<file path="src/sv/cv3_fifo.sv">
module cv3_fifo #(
    parameter int WIDTH = 8,
    parameter int DEPTH = 4
) (
    input  logic                       clk,
    input  logic                       rst_n,
    input  logic                       push,
    input  logic [WIDTH-1:0]           wdata,
    input  logic                       pop,
    output logic [WIDTH-1:0]           rdata,
    output logic                       empty,
    output logic [$clog2(DEPTH+1)-1:0] count
);

    localparam int AW = (DEPTH > 1) ? $clog2(DEPTH) : 1;
    localparam int CW = $clog2(DEPTH + 1);

    logic [WIDTH-1:0] mem_reg [DEPTH];
    logic [AW-1:0]    wr_ptr_reg;
    logic [AW-1:0]    wr_ptr_next;
    logic [AW-1:0]    rd_ptr_reg;
    logic [AW-1:0]    rd_ptr_next;
    logic [CW-1:0]    count_reg;
    logic [CW-1:0]    count_next;
    logic             do_pop;

    assign do_pop = pop && (count_reg != '0);

    always_comb
    begin
        wr_ptr_next = wr_ptr_reg;
        rd_ptr_next = rd_ptr_reg;
        count_next  = count_reg;
        if (push)
        begin
            wr_ptr_next = (wr_ptr_reg == AW'(DEPTH - 1)) ? '0 : AW'(wr_ptr_reg + 1'b1);
        end
        if (do_pop)
        begin
            rd_ptr_next = (rd_ptr_reg == AW'(DEPTH - 1)) ? '0 : AW'(rd_ptr_reg + 1'b1);
        end
        if (push && !do_pop)
        begin
            count_next = CW'(count_reg + 1'b1);
        end
        else if (!push && do_pop)
        begin
            count_next = CW'(count_reg - 1'b1);
        end
    end

    always_ff @(posedge clk or negedge rst_n)
    begin
        if (!rst_n)
        begin
            wr_ptr_reg <= '0;
            rd_ptr_reg <= '0;
            count_reg  <= '0;
        end
        else
        begin
            wr_ptr_reg <= wr_ptr_next;
            rd_ptr_reg <= rd_ptr_next;
            count_reg  <= count_next;
        end
    end

    always_ff @(posedge clk)
    begin
        if (push)
        begin
            mem_reg[wr_ptr_reg] <= wdata;
        end
    end

    assign rdata = mem_reg[rd_ptr_reg];
    assign empty = (count_reg == '0);
    assign count = count_reg;

    // The producers reserve space ahead of time, so the queue must never overflow.
    a_no_overflow: assert property (@(posedge clk) disable iff (!rst_n)
        push && !do_pop |-> count_reg != CW'(DEPTH))
        else $error("queue written while full");

    a_no_underflow: assert property (@(posedge clk) disable iff (!rst_n)
        pop && (count_reg == '0) |=> count_reg == CW'($past(push)))
        else $error("read of an empty queue changed its count");

    a_count_up: assert property (@(posedge clk) disable iff (!rst_n)
        push && !do_pop |=> count_reg == CW'($past(count_reg) + 1'b1))
        else $error("queue count did not follow a lone write");

endmodule

</file>
<file path="config.mk">
export PLATFORM = sky130hd
export DESIGN_NAME = cv3_fifo
export DESIGN_NICKNAME = d
export VERILOG_FILES = /design/src/sv/cv3_fifo.sv
export SDC_FILE = /design/constraint.sdc
export NUM_CORES = 1
export LEC_CHECK = 0
export BUFFER_PORTS_ARGS = -buffer_cell sky130_fd_sc_hd__buf_2
export CORE_AREA = 2 2 60 62
export DETAILED_ROUTE_END_ITERATION = 6
export DIE_AREA = 0 0 62 64
export PLACE_DENSITY = 0.69
export SYNTH_ARGS = -nofsm -noshare
export SYNTH_HDL_FRONTEND = slang
export SYNTH_SLANG_ARGS = --single-unit
</file>
<file path="constraint.sdc">
create_clock -name clk -period 3.2 [get_ports clk]
set_clock_uncertainty 0.2 [all_clocks]
set_input_delay 0.16 -clock clk [delete_from_list [all_inputs] [get_ports clk]]
set_output_delay 0.16 -clock clk [all_outputs]
set_load 0.1 [all_outputs]
</file>
# After elaboration in Yosys (flattened, before gate mapping)
# Memory sizes are Yosys's and may differ from the RTL's.
# Cells that the tools add are included.
[word_totals] regBits=7 ram_bits=32 input_bits=12 output_inout_bits=12 word_cells=24 mem_count=1
[mem_list] memory="mem_reg" depth=4 word_bits=8 read_ports=1 rd_ports_with_merged_regs=0 write_ports=1 line="18" source="logic [WIDTH-1:0] mem_reg [DEPTH];"
[op_classes] add_sub_neg=4 n_eq_ne=2 mux=6 reduce_logical=8
[op_table] op="$mux W3" n=2
[op_table] op="$add A2 B1 Y2 const B" n=2
[op_table] op="$eq A2 B2 Y1 const B" n=2
[op_table] op="$mux W2" n=2
[op_table] op="$add A3 B1 Y3 const B" n=1
[op_table] op="$logic_and A1 B1 Y1" n=3
[op_table] op="$logic_not A3 Y1" n=1
[op_table] op="$reduce_bool A3 Y1" n=1
[op_table] op="$sub A3 B1 Y3 const B" n=1
[op_table] op="$logic_not A1 Y1" n=2
[op_table] op="$mux W1" n=2
[op_table] op="$reduce_bool A2 Y1" n=1

# Longest topological paths before layout
[depth] depth_word=5 ltp_mapped=7 mapped_depth_nobuf=7

# Worst setup path before layout
# OpenSTA, ideal clock, no wires.
[synth_timing] kind="register to output" from="register count_reg[0] (netlist: count[0])" to="output empty" arrival_ps=3035 required_ps=2840 slack_ps=-195 path_stages_with_launch=2 path_buffers=0 path_cell_list="dfrtp_1 > nor3_1"
[synth_via] elab_chain_len=1
[synth_lines] item="from (decl)" line="23" source="logic [CW-1:0] count_reg;"
[synth_lines] item="from (signal assigned)" line="64" source="count_reg <= count_next;"
[synth_lines] item="$logic_not A3 Y1" line="77" source="assign empty = (count_reg == '0);"
[synth_lines] item="to (decl)" line="11" source="output logic empty,"
# No other way between the ends.

# Worst setup path after layout
[layout_timing] from="register rd_ptr_reg[0]" to="output rdata[0]"
[layout_via] elab_chain_len=1
[layout_lines] item="from (decl)" line="21" source="logic [AW-1:0] rd_ptr_reg;"
[layout_lines] item="from (signal assigned)" line="63" source="rd_ptr_reg <= rd_ptr_next;"
[layout_lines] item="$mem_v2 Z4 W8"
[layout_lines] item="to (decl)" line="10" source="output logic [WIDTH-1:0] rdata,"
# No other way between the ends.

==> metrics.cfg <==
[routing]
drc_errors=0
drt_wl_total_um=2436
ant_nets=0
drtIter0Drc=26
num_vias=797
drt_pass1_iterations=4
wl_per_cell_um=14.76
routed_via_density=4.830

[place]
hpwl_um=1671
dpl_cell_area_um2=1743
post-place-cells=145
port_buffers=23
place.gp.congestion=0.6817

[clocking]
cts.clk_slew.worst_paths_ps=110
htree_levels=2
clock_path_buffers=2
root_buffer=clkbuf_4
clk_latency_ps=330
numClockSinks=39
cts_resized=0
cts_tree=built
cts_buffers=5

[critical_path]
rr_startpoint=count[0]
r2r_setup_slack_ps=940
crit_fanout=11
critPathLaunch=rd_ptr_reg[0]
crit_required_ps=2840
criticalPathCategory=register to primary output
endpoint_kind=primary output
crit_arrival_ps=1970
cp-start-kind=register

[timing]
whs_ps=363.2
worstMarginPinSlew_ps=596.2
timing.fmax_mhz=429.3
slew-limit-headroom_pct=60.26
slew_viol_final=0
hold_viol=0
setup_viol=0
setup_tns_ps=0
min_period_ps=2330
fin_crit_sh_pct=72.80
rsz0062_at_grt=false

[floorplanning]
core_area_um2=3284
die_w_um=62
start_util_pct=48.15
die_height_um=64
row_count=21
pin_count=24
die_area_um2=3968

[flow_run]
timing.max_cap.violations=0

[final_layout]
fill_cells=269
fin_area_um2=1939
area_growth_pct=22.63
layout_commonest_cell=edfxtp_1
n_antenna_cell=0
final_cell_mix=edfxtp_1 (32), buf_2 (23), dlygate4sd3_1 (12), mux4_2 (8), dfrtp_1 (7)
fin_cells=165
multiInputGateArea_um2=422.9
regArea_um2=1136
layout.nets=137
largest_register_ffs=32
drive_gt1_share_pct=36.13

[global_routing]
grt_overflow=0
grt_pass1_wl_um=4002
grt_max_degree=13
grt_use_total_pct=14.88
grt_pass1_vias=842
antenna_found_initial=0

[synthesis]
syn_area_per_cell_um2=20.28
synth_nets=97
synth_cell_type_count=19
synth_cells=78
yosys_warnings=0
synth.ff_latch_count=39
yosysSeqAreaShare_pct=71.84
post_synth_instance_area_um2=1582

[status]
status=complete, no violations

[worst_hold_path]
worstHoldStart=wdata[7]
hp-class=input pin to register

## final timing paths
check	endpoint	depth (start not counted)
hold reg to reg	count[2]	1
hold / removal	mem_reg[3][7]	2
setup / recovery	rdata[0]	2
min in group asynchronous	rd_ptr_reg[1]	3
max in group asynchronous	wr_ptr_reg[1]	3
setup reg to reg	count[2]	7
## worst max-delay path: stages, from the launching register on
cell and delay [ps]:
dfrtp_1 740, mux4_2 590, buf_2 310
## metal layers
layer  up-vias  track usage [%]  wire [um]
met3         5            5.466        100
met2        16            23.31       1229
met4         0            5.585         46
met1       397            18.52       1060
li1        379                -          -
met5         -                0          0
## what timing repair did
item	CTS	global route
hold endpoints to repair	43	0
hold buffers	12	0
buffers inserted	0	0
## logic make-up after synthesis
| family | count (synthesis) | synth area share, % |
|---|---|---|
| muxes | 10 | 13.05 |
| AOI/OAI and AO/OA | 4 | 2.532 |
| and+or+nand+nor | 10 | 3.165 |
| xor gates and xnor gates | 3 | 1.662 |
| buffers and inverters | 5 | 1.740 |
| DFF | 39 | 71.84 |
| adders and majority gates | 7 | 6.013 |
## synth_stat cells
master     n  share of area [%]
nand2_1    2               0.47
xor2_1     2                1.1
mux2_4     1               0.95
xnor2_1    1               0.55
a21o_2     1               0.55
fa_1       1                1.3
ha_1       6                4.7
inv_1      3               0.71
nor3_1     2               0.63
o31ai_4    1                1.3
mux2_2     1               0.71
nor2_1     2               0.47
and2_1     4                1.6
o21ai_0    2               0.63
mux4_2     8                 11
clkbuf_2   1               0.32
dfrtp_1    7                 11
edfxtp_1  32                 61
buf_6      1               0.71
## per-stage QoR
stage,util (%),setup WS (ps)
after floorplan,-,603.0
after global placement,53.07,1057
after detailed placement,53.07,926.3
after CTS,59.05,792.9
after global routing,59.05,714.5
final,59.05,870.4
## final cells by class
cell class / count / area share, %
repair buffers: 35 / 12.13
clock inverters: 3 / 2.000
flip-flops and latches: 39 / 58.58
clock buffers: 5 / 1.935
well taps: 46 / 2.968
multi-input cells: 34 / 21.81
inverters: 3 / 0.5806
Power is not shown: default switching activity piles up to over one toggle a cycle in this logic, so the estimate is an artifact.
