### src/sv/cv3_pkg.sv
package cv3_pkg;

    localparam int PIXEL_W            = 8;
    localparam int POS_W              = 10;
    localparam int SUM_W              = 20;
    localparam int PROD_W             = 17;
    localparam int ROWSUM_W           = 19;
    localparam int BIAS_W             = 16;
    localparam int DIM_W              = 11;
    localparam int KROW_W             = 24;
    localparam int CFG_IDX_W          = 3;
    localparam int CFG_DATA_W         = 24;
    localparam int MAX_HEIGHT         = 1024;
    localparam int JOB_QUEUE_DEPTH    = 4;
    localparam int RESULT_QUEUE_DEPTH = 4;

    typedef enum logic [CFG_IDX_W-1:0] {
        REG_KERNEL_TOP    = 3'd0,
        REG_KERNEL_MIDDLE = 3'd1,
        REG_KERNEL_BOTTOM = 3'd2,
        REG_BIAS          = 3'd3,
        REG_IMAGE_WIDTH   = 3'd4,
        REG_IMAGE_HEIGHT  = 3'd5
    } cv3_reg_idx_t;

    typedef struct packed {
        logic [PIXEL_W-1:0] pixel;
        logic               frame_start;
    } cv3_item_t;

    typedef struct packed {
        logic signed [SUM_W-1:0] sum;
        logic [POS_W-1:0]        out_row;
        logic [POS_W-1:0]        out_col;
        logic                    last;
    } cv3_result_t;

    typedef struct packed {
        logic [DIM_W-1:0] image_width;
        logic [DIM_W-1:0] image_height;
    } cv3_geom_t;

    typedef struct packed {
        logic [2:0][KROW_W-1:0]   rows;
        logic signed [BIAS_W-1:0] bias;
    } cv3_kernel_t;

    typedef logic [2:0][2:0][PIXEL_W-1:0] cv3_window_t;

    typedef struct packed {
        cv3_window_t      win;
        logic [POS_W-1:0] out_row;
        logic [POS_W-1:0] out_col;
        logic             last;
    } cv3_job_t;

endpackage

### src/sv/cv3_fifo.sv
module cv3_fifo #(
    parameter int WIDTH = 8,
    parameter int DEPTH = 4
) (
    input  logic                       clk,
    input  logic                       rst_n,
    input  logic                       push,
    input  logic [WIDTH-1:0]           wdata,
    input  logic                       pop,
    output logic [WIDTH-1:0]           rdata,
    output logic                       empty,
    output logic [$clog2(DEPTH+1)-1:0] count
);

    localparam int AW = (DEPTH > 1) ? $clog2(DEPTH) : 1;
    localparam int CW = $clog2(DEPTH + 1);

    logic [WIDTH-1:0] mem_reg [DEPTH];
    logic [AW-1:0]    wr_ptr_reg;
    logic [AW-1:0]    wr_ptr_next;
    logic [AW-1:0]    rd_ptr_reg;
    logic [AW-1:0]    rd_ptr_next;
    logic [CW-1:0]    count_reg;
    logic [CW-1:0]    count_next;
    logic             do_pop;

    assign do_pop = pop && (count_reg != '0);

    always_comb
    begin
        wr_ptr_next = wr_ptr_reg;
        rd_ptr_next = rd_ptr_reg;
        count_next  = count_reg;
        if (push)
        begin
            wr_ptr_next = (wr_ptr_reg == AW'(DEPTH - 1)) ? '0 : AW'(wr_ptr_reg + 1'b1);
        end
        if (do_pop)
        begin
            rd_ptr_next = (rd_ptr_reg == AW'(DEPTH - 1)) ? '0 : AW'(rd_ptr_reg + 1'b1);
        end
        if (push && !do_pop)
        begin
            count_next = CW'(count_reg + 1'b1);
        end
        else if (!push && do_pop)
        begin
            count_next = CW'(count_reg - 1'b1);
        end
    end

    always_ff @(posedge clk or negedge rst_n)
    begin
        if (!rst_n)
        begin
            wr_ptr_reg <= '0;
            rd_ptr_reg <= '0;
            count_reg  <= '0;
        end
        else
        begin
            wr_ptr_reg <= wr_ptr_next;
            rd_ptr_reg <= rd_ptr_next;
            count_reg  <= count_next;
        end
    end

    always_ff @(posedge clk)
    begin
        if (push)
        begin
            mem_reg[wr_ptr_reg] <= wdata;
        end
    end

    assign rdata = mem_reg[rd_ptr_reg];
    assign empty = (count_reg == '0);
    assign count = count_reg;

    // The producers reserve space ahead of time, so the queue must never overflow.
    a_no_overflow: assert property (@(posedge clk) disable iff (!rst_n)
        push && !do_pop |-> count_reg != CW'(DEPTH))
        else $error("queue written while full");

    a_no_underflow: assert property (@(posedge clk) disable iff (!rst_n)
        pop && (count_reg == '0) |=> count_reg == CW'($past(push)))
        else $error("read of an empty queue changed its count");

    a_count_up: assert property (@(posedge clk) disable iff (!rst_n)
        push && !do_pop |=> count_reg == CW'($past(count_reg) + 1'b1))
        else $error("queue count did not follow a lone write");

endmodule

### src/sv/cv3_back.sv
module cv3_back (
    input  logic                 clk,
    input  logic                 rst_n,
    input  cv3_pkg::cv3_job_t    job,
    input  logic                 job_empty,
    output logic                 job_pop,
    input  cv3_pkg::cv3_kernel_t kernel,
    output cv3_pkg::cv3_result_t result,
    output logic                 empty,
    input  logic                 pop
);

    import cv3_pkg::*;

    localparam int RCW = $clog2(RESULT_QUEUE_DEPTH + 1);

    logic                            a_valid_reg;
    logic signed [PROD_W-1:0]        prod_reg [3][3];
    logic [POS_W-1:0]                a_row_reg;
    logic [POS_W-1:0]                a_col_reg;
    logic                            a_last_reg;

    logic                            b_valid_reg;
    logic signed [ROWSUM_W-1:0]      rowsum_reg [3];
    logic [POS_W-1:0]                b_row_reg;
    logic [POS_W-1:0]                b_col_reg;
    logic                            b_last_reg;

    logic signed [SUM_W-1:0]         sum_next;
    cv3_result_t                     res_next;
    logic [RCW-1:0]                  res_count;
    logic [RCW:0]                    res_flight;

    assign res_flight = (RCW + 1)'(res_count) + (RCW + 1)'(a_valid_reg)
                      + (RCW + 1)'(b_valid_reg);
    assign job_pop    = !job_empty && (res_flight < (RCW + 1)'(RESULT_QUEUE_DEPTH));

    always_ff @(posedge clk or negedge rst_n)
    begin
        if (!rst_n)
        begin
            a_valid_reg <= 1'b0;
            b_valid_reg <= 1'b0;
        end
        else
        begin
            a_valid_reg <= job_pop;
            b_valid_reg <= a_valid_reg;
        end
    end

    always_ff @(posedge clk)
    begin
        if (job_pop)
        begin
            for (int r = 0; r < 3; r++)
            begin
                for (int c = 0; c < 3; c++)
                begin
                    prod_reg[r][c] <= PROD_W'(signed'({1'b0, job.win[r][c]})
                                    * signed'(kernel.rows[r][8*c +: 8]));
                end
            end
            a_row_reg  <= job.out_row;
            a_col_reg  <= job.out_col;
            a_last_reg <= job.last;
        end
        if (a_valid_reg)
        begin
            for (int r = 0; r < 3; r++)
            begin
                rowsum_reg[r] <= ROWSUM_W'(prod_reg[r][0]) + ROWSUM_W'(prod_reg[r][1])
                               + ROWSUM_W'(prod_reg[r][2]);
            end
            b_row_reg  <= a_row_reg;
            b_col_reg  <= a_col_reg;
            b_last_reg <= a_last_reg;
        end
    end

    assign sum_next = SUM_W'(rowsum_reg[0]) + SUM_W'(rowsum_reg[1])
                    + SUM_W'(rowsum_reg[2]) + SUM_W'(kernel.bias);

    assign res_next.sum     = sum_next;
    assign res_next.out_row = b_row_reg;
    assign res_next.out_col = b_col_reg;
    assign res_next.last    = b_last_reg;

    cv3_fifo #(
        .WIDTH ($bits(cv3_result_t)),
        .DEPTH (RESULT_QUEUE_DEPTH)
    ) u_result_queue (
        .clk   (clk),
        .rst_n (rst_n),
        .push  (b_valid_reg),
        .wdata (res_next),
        .pop   (pop),
        .rdata (result),
        .empty (empty),
        .count (res_count)
    );

endmodule

### config.mk
export PLATFORM = sky130hd
export DESIGN_NAME = cv3_back
export DESIGN_NICKNAME = d
export VERILOG_FILES = /design/src/sv/cv3_pkg.sv /design/src/sv/cv3_fifo.sv /design/src/sv/cv3_back.sv
export SDC_FILE = /design/constraint.sdc
export NUM_CORES = 2
export LEC_CHECK = 0
export ABC_AREA = 1
export BUFFER_PORTS_ARGS = -buffer_cell sky130_fd_sc_hd__buf_2
export CAP_MARGIN = 10
export CORE_MARGIN = 5
export CORE_UTILIZATION = 60
export CTS_BUF_LIST = sky130_fd_sc_hd__clkbuf_4 sky130_fd_sc_hd__clkbuf_8 sky130_fd_sc_hd__clkbuf_16
export CTS_CLUSTER_SIZE = 28
export DETAILED_ROUTE_END_ITERATION = 16
export GPL_ROUTABILITY_DRIVEN = 1
export PLACE_DENSITY = 0.79
export SLEW_MARGIN = 10
export SYNTH_ARGS = -nofsm -noshare
export SYNTH_HDL_FRONTEND = slang
export SYNTH_SLANG_ARGS = --single-unit
export TNS_END_PERCENT = 30
### constraint.sdc
create_clock -name clk -period 46.8 [get_ports clk]
set_input_delay 14.04 -clock clk [delete_from_list [all_inputs] [get_ports clk]]
set_output_delay 14.04 -clock clk [all_outputs]
set_load 0.03 [all_outputs]
## Yosys cells after proc, flatten, opt, wreduce, memory -nomap -nowiden

Memories as Yosys holds them, arrays and structs flattened.
Cells that the tools add are included.

- Output and inout bits: 43
- Bits in writable memories: 374
- Word-level logic and storage cells: 61
- Input bits: 185
- Memories: 3
- Register bits: 51

Memories:

| name | words | bits a word | rd ports | clocked after memory_dff | write ports | line | source |
|---|---|---|---|---|---|---|---|
| u_result_queue.mem_reg | 4 | 41 | 1 | 0 | 1 | cv3_fifo.sv:18 | `logic [WIDTH-1:0] mem_reg [DEPTH];` |
| prod_reg | 3 | 51 | 3 | 0 | 3 | cv3_back.sv:18 | `logic signed [PROD_W-1:0] prod_reg [3][3];` |
| rowsum_reg | 3 | 19 | 3 | 0 | 3 | cv3_back.sv:24 | `logic signed [ROWSUM_W-1:0] rowsum_reg [3];` |

- Add/sub/neg operators: 15
- Reductions and logical operators: 10
- Equal/unequal tests: 2
- $lt $le $gt $ge: 1
- Muxes and demuxes: 10
- $mul: 9

Operators with widths:

| operator | number |
|---|---|
| 9-bit by 8-bit multiplier with 17-bit output | 9 |
| 18-bit by 17-bit adder with 19-bit output | 3 |
| 17-bit by 17-bit adder with 18-bit output | 3 |
| 19-bit by 19-bit adder with 20-bit output | 1 |
| 20-bit by 16-bit adder with 20-bit output | 1 |
| 20-bit by 19-bit adder with 20-bit output | 1 |
| 1-bit two-way mux | 6 |
| 3-bit two-way mux | 2 |
| 2-bit by 1-bit adder with 2-bit output (second input constant) | 2 |
| 3-bit by 1-bit adder with 4-bit output | 1 |
| 4-bit by 1-bit adder with 4-bit output | 1 |
| 2-bit == test (second input constant) | 2 |
| 1-bit logical AND | 4 |
| 4-bit by 3-bit less-than comparator with 1-bit output (second input constant) | 1 |
| 2-bit two-way mux | 2 |
| 3-bit by 1-bit adder with 3-bit output (second input constant) | 1 |
| 1-bit logical NOT | 3 |
| 3-bit logical NOT | 1 |
| 3-bit nonzero test | 1 |
| 3-bit by 1-bit subtractor with 3-bit output (second input constant) | 1 |
| 2-bit nonzero test | 1 |

## Logic depth before layout (Yosys ltp)

- Word-level depth: 6
- Mapped depth: 21
- Mapped depth without buffers: 20

## Cells and area by module

From an unflattened synthesis, not the netlist that was laid out.

- Cell total of the unflattened synthesis: 4,678
- Area total of the unflattened synthesis: 41,897.7 µm²

Modules (own cells, without submodules):

| module | times used | area each (µm²) | cells an instance | sequential area each (µm²) |
|---|---|---|---|---|
| cv3_back | 1 | 34,425.5 | 4,146 | 7,617.3 |
| cv3_fifo | 1 | 7,472.2 | 532 | 5,099.9 |

## Least setup slack after synthesis

Ideal clock, no wire load.

- Kind: input to output
- Start point: input port job_empty
- End point: output port job_pop
- Path buffers: 0
- Arrival: 27.366 ns
- Data required time: 32.760 ns
- Cell stages on the path: 1
- Slack: 5.394 ns
- Path through: a211oi_1

- Cells in the longest elaborated chain, start to end: 2

Ends and longest elaborated chain:

| what | line | source |
|---|---|---|
| start: declaration | cv3_back.sv:5 | `input logic job_empty,` |
| 1-bit logical NOT | cv3_back.sv:36 | `assign job_pop = !job_empty && (res_flight < (RCW + 1)'(RESULT_QUEUE_DEPTH));` |
| 1-bit logical AND | cv3_back.sv:36 |  |
| end: declaration | cv3_back.sv:6 | `output logic job_pop,` |

Every way passes these cells.

## Worst setup path after layout

Ends and elaborated chain as after synthesis.

==> impl_metrics.csv <==
group,metric,value,unit
logic_synthesis,synth_cell_types,33,
sta,fin_tns_setup,0,ps
sta,max_freq,34.2,MHz
route,num_vias,29100,
route,wl,84.2,mm
setup_path,end_kind,"output port",
layout,drive_above_1_share,0.0760,
global_route,grt_max_degree,85,
layout,area_delta_synth_final,7.67,%
setup_path,crit_chain,"buf_2, a211oi_4, buf_4, buf_2",
power,switching_share,0.480,
logic_synthesis,synthFlopType,"edfxtp_1",
setup_path,slowest_stage,"buf_4",
logic_synthesis,yosysTopAreaCellShare,0.306,
die,die_x,271,µm
setup_path,path_buf_inv,3,
power,p_int,1.72,mW
global_route,grt_pass1_vias,29500,
global_route,grt_overflow,0,
cts,clk_latency,580,ps
logic_synthesis,async_flop_share,0.0212,
power,peakVddDrop,55.5,µV
route,drtIter0Drc,1815,
route,wl_per_cell,15.0,µm
die,die-area,0.0733,mm²
cts,cts_setup_buffers,0,
logic_synthesis,synth_area,0.0408,mm²
power,power,3.32,mW
layout,layoutNonFillerInstCount,5606,
sta,fin_crit_sh,0.625,
setup_path,crit_type,"input pin to output port",
cts,postCtsResizedCells,0,
setup_path,cp_max_fo,46,
cts,cts_hold_buf,0,
placed_design,portBuffers,227,
setup_path,path_depth,4,
status,status,"finished, final reports clean",
run,drv_cap,0,
setup_path,rr_endpoint,"u_result_queue.mem_reg[3][34]$_DFFE_PP_",
power,switching_power,1.59,mW
cts,cts.clk_slew.worst_paths,60,ps
sta,hold_slack,416,ps
die,boundaryPins,228,
setup_path,r2r_slack,43510,ps
route,drtAntennaViolNets,0,
sta,post-route-min-period,29270,ps
power,p_seq_frac,0.260,
sta,timing.slew.headroom,0.420,
layout,final_util,0.653,
logic_synthesis,yosysMostFrequentCell,"nand2_1",
setup_path,worst_ep_arrival_time,15230,ps
cts,tritoncts,"yes",
route,drc,0,
sta,skew,24.2,ps
sta,tightestPinTransition,871,ps
logic_synthesis,ys_top_cells_by_area,"edfxtp_1 31%, fa_1 21%, ha_1 14%, nand2_1 10%, inv_1 9.9%",
layout,design_area,0.0439,mm²
sta,hold_viol_final,0,
power,leakagePower,23.8,nW
logic_synthesis,avgSynthCellArea,8.93,µm²
setup_path,critPathRequiredTime,32760,ps
logic_synthesis,yosysSeqAreaShare,0.312,
sta,rsz0062_at_grt,"false",
layout,n_fill_cell,5367,
sta,setup_viol,0,
setup_path,max_stage_delay,590,ps
min_path,hold_end,"b_col_reg[8]$_DFFE_PP_",
cts,numCtsBuffers,42,
sta,drv_slew,0,
global_route,grt_pass1_wl,142,mm
cts,cts_buffer_depth,3,
logic_synthesis,yosys-top-cells-count,"1095 x nand2_1, 1081 x inv_1, 464 x ha_1",
setup_path,cpLargestDelayFamily,"buffers and inverters",
setup_path,r2r_cells,14,
placed_design,dpl_cell_area,0.0425,mm²
cts,cts.sinks,425,
route,first_pass_iters,5,
logic_synthesis,yosys_warnings,0,
logic_synthesis,synth.ff_latch_count,425,
power,clkPwrFrac,0.105,
setup_path,cpMostUsedCell,"buf_2",
min_path,hp-class,"flop to flop",
cts,cts_max_level,2,
sta,setup_ws,17530,ps
global_route,grt_util_all_layers,0.234,
placed_design,hpwl,67.2,mm
logic_synthesis,synth_edf_count,416,
min_path,hp-start,"a_col_reg[8]$_DFFE_PP_",
cts,cts_root_buf,"clkbuf_16",
placed_design,place_ws,17520,ps
die,die_h,271,µm
die,start_util,0.607,
setup_path,start_kind,"input pin",
layout,nets,5766,
global_route,antenna_found_initial,17,
placed_design,gp_congestion,0.893,
route,vias_per_cell,5.20,
die,core_area,0.0673,mm²
placed_design,dp.cells,5520,
min_path,hold-path-cell-count,0,
setup_path,r2r_start,"rowsum_reg[0][1]$_DFFE_PP_",
logic_synthesis,netlist.top_cell.by_area,"edfxtp_1",
logic_synthesis,syn-num-nets,5645,
power,combPwrFrac,0.635,
layout,largest_register_ffs,164,
die,row_count,95,
logic_synthesis,syn-instance-count,4570,
power,powerDensity,75.5,mW/mm²
-- cells by family (layout without fill, tap and decap cells) --
group / Yosys count / in the layout / share of synthesized area
adder cells (fa/ha/maj): 890 / 890 / 0.351
AND/OR/NAND/NOR: 1547 / 1547 / 0.151
buffers and inverters: 1253 / 1407 / 0.117
AO/OA/AOI/OAI: 344 / 344 / 0.0459
flip-flops: 425 / 425 / 0.312
multiplexers: 1 / 1 / 0.000276
other: 0 / 9 / 0
XOR/XNOR: 110 / 110 / 0.0236
-- layout make-up --
class | instances | area [µm²] | area share
Antenna cell | 9 | 22.5 | 0.000513
Clock buffer | 50 | 1110 | 0.0253
Clock inverter | 27 | 323 | 0.00735
Inverter | 1092 | 4100 | 0.0933
Multi-Input combinational cell | 2892 | 23400 | 0.531
Sequential cell | 425 | 12700 | 0.290
Tap cell | 873 | 1090 | 0.0249
Timing Repair Buffer | 238 | 1220 | 0.0277
-- worst max-delay path by stage --
stage | slack [ps] | from | endpoint
3_5_place_dp | 17520 | job_empty | job_pop
3_3_place_gp | 17540 | job_empty | job_pop
2_1_floorplan | 5390 | job_empty | job_pop
4_1_cts | 17530 | job_empty | job_pop
6_report | 17530 | job_empty | job_pop
5_1_grt | 17470 | job_empty | job_pop
-- layout by cell type, fill, tap and decap left out, drive strengths merged, types with 9 or more instances in the layout --
cell type and instances:
ha 464, nor2 251, o22ai 41, or2 24
nand2 1100, o21ai 141, diode 9, fa 426
nand3 119, buf 238, clkinv 28, inv 1085
nand4 16, edfxtp 416, a31oi 13, clkbuf 50
xor2 80, nor3 26, dfrtp 9, a21oi 132
xnor2 30
-- metal layers --
layer / wire length, µm / global-route usage / share of wire
met1: 35800 / 0.313 / 0.43
met2: 41400 / 0.402 / 0.49
met3: 4980 / 0.0404 / 0.059
met4: 1950 / 0.0530 / 0.023
met5: 82 / 0 / 0.00097
-- power groups by stage --
stage	Combinational, mW	Clock (mW)	Sequential (mW)
2_1_floorplan	1.60	0	0.857
3_3_place_gp	2.03	0	0.865
3_5_place_dp	2.09	0	0.870
4_1_cts	2.11	0.353	0.864
5_1_grt	2.42	0.370	0.877
6_report	2.11	0.347	0.862
No activity file was read; power rests on OpenSTA's default activity.
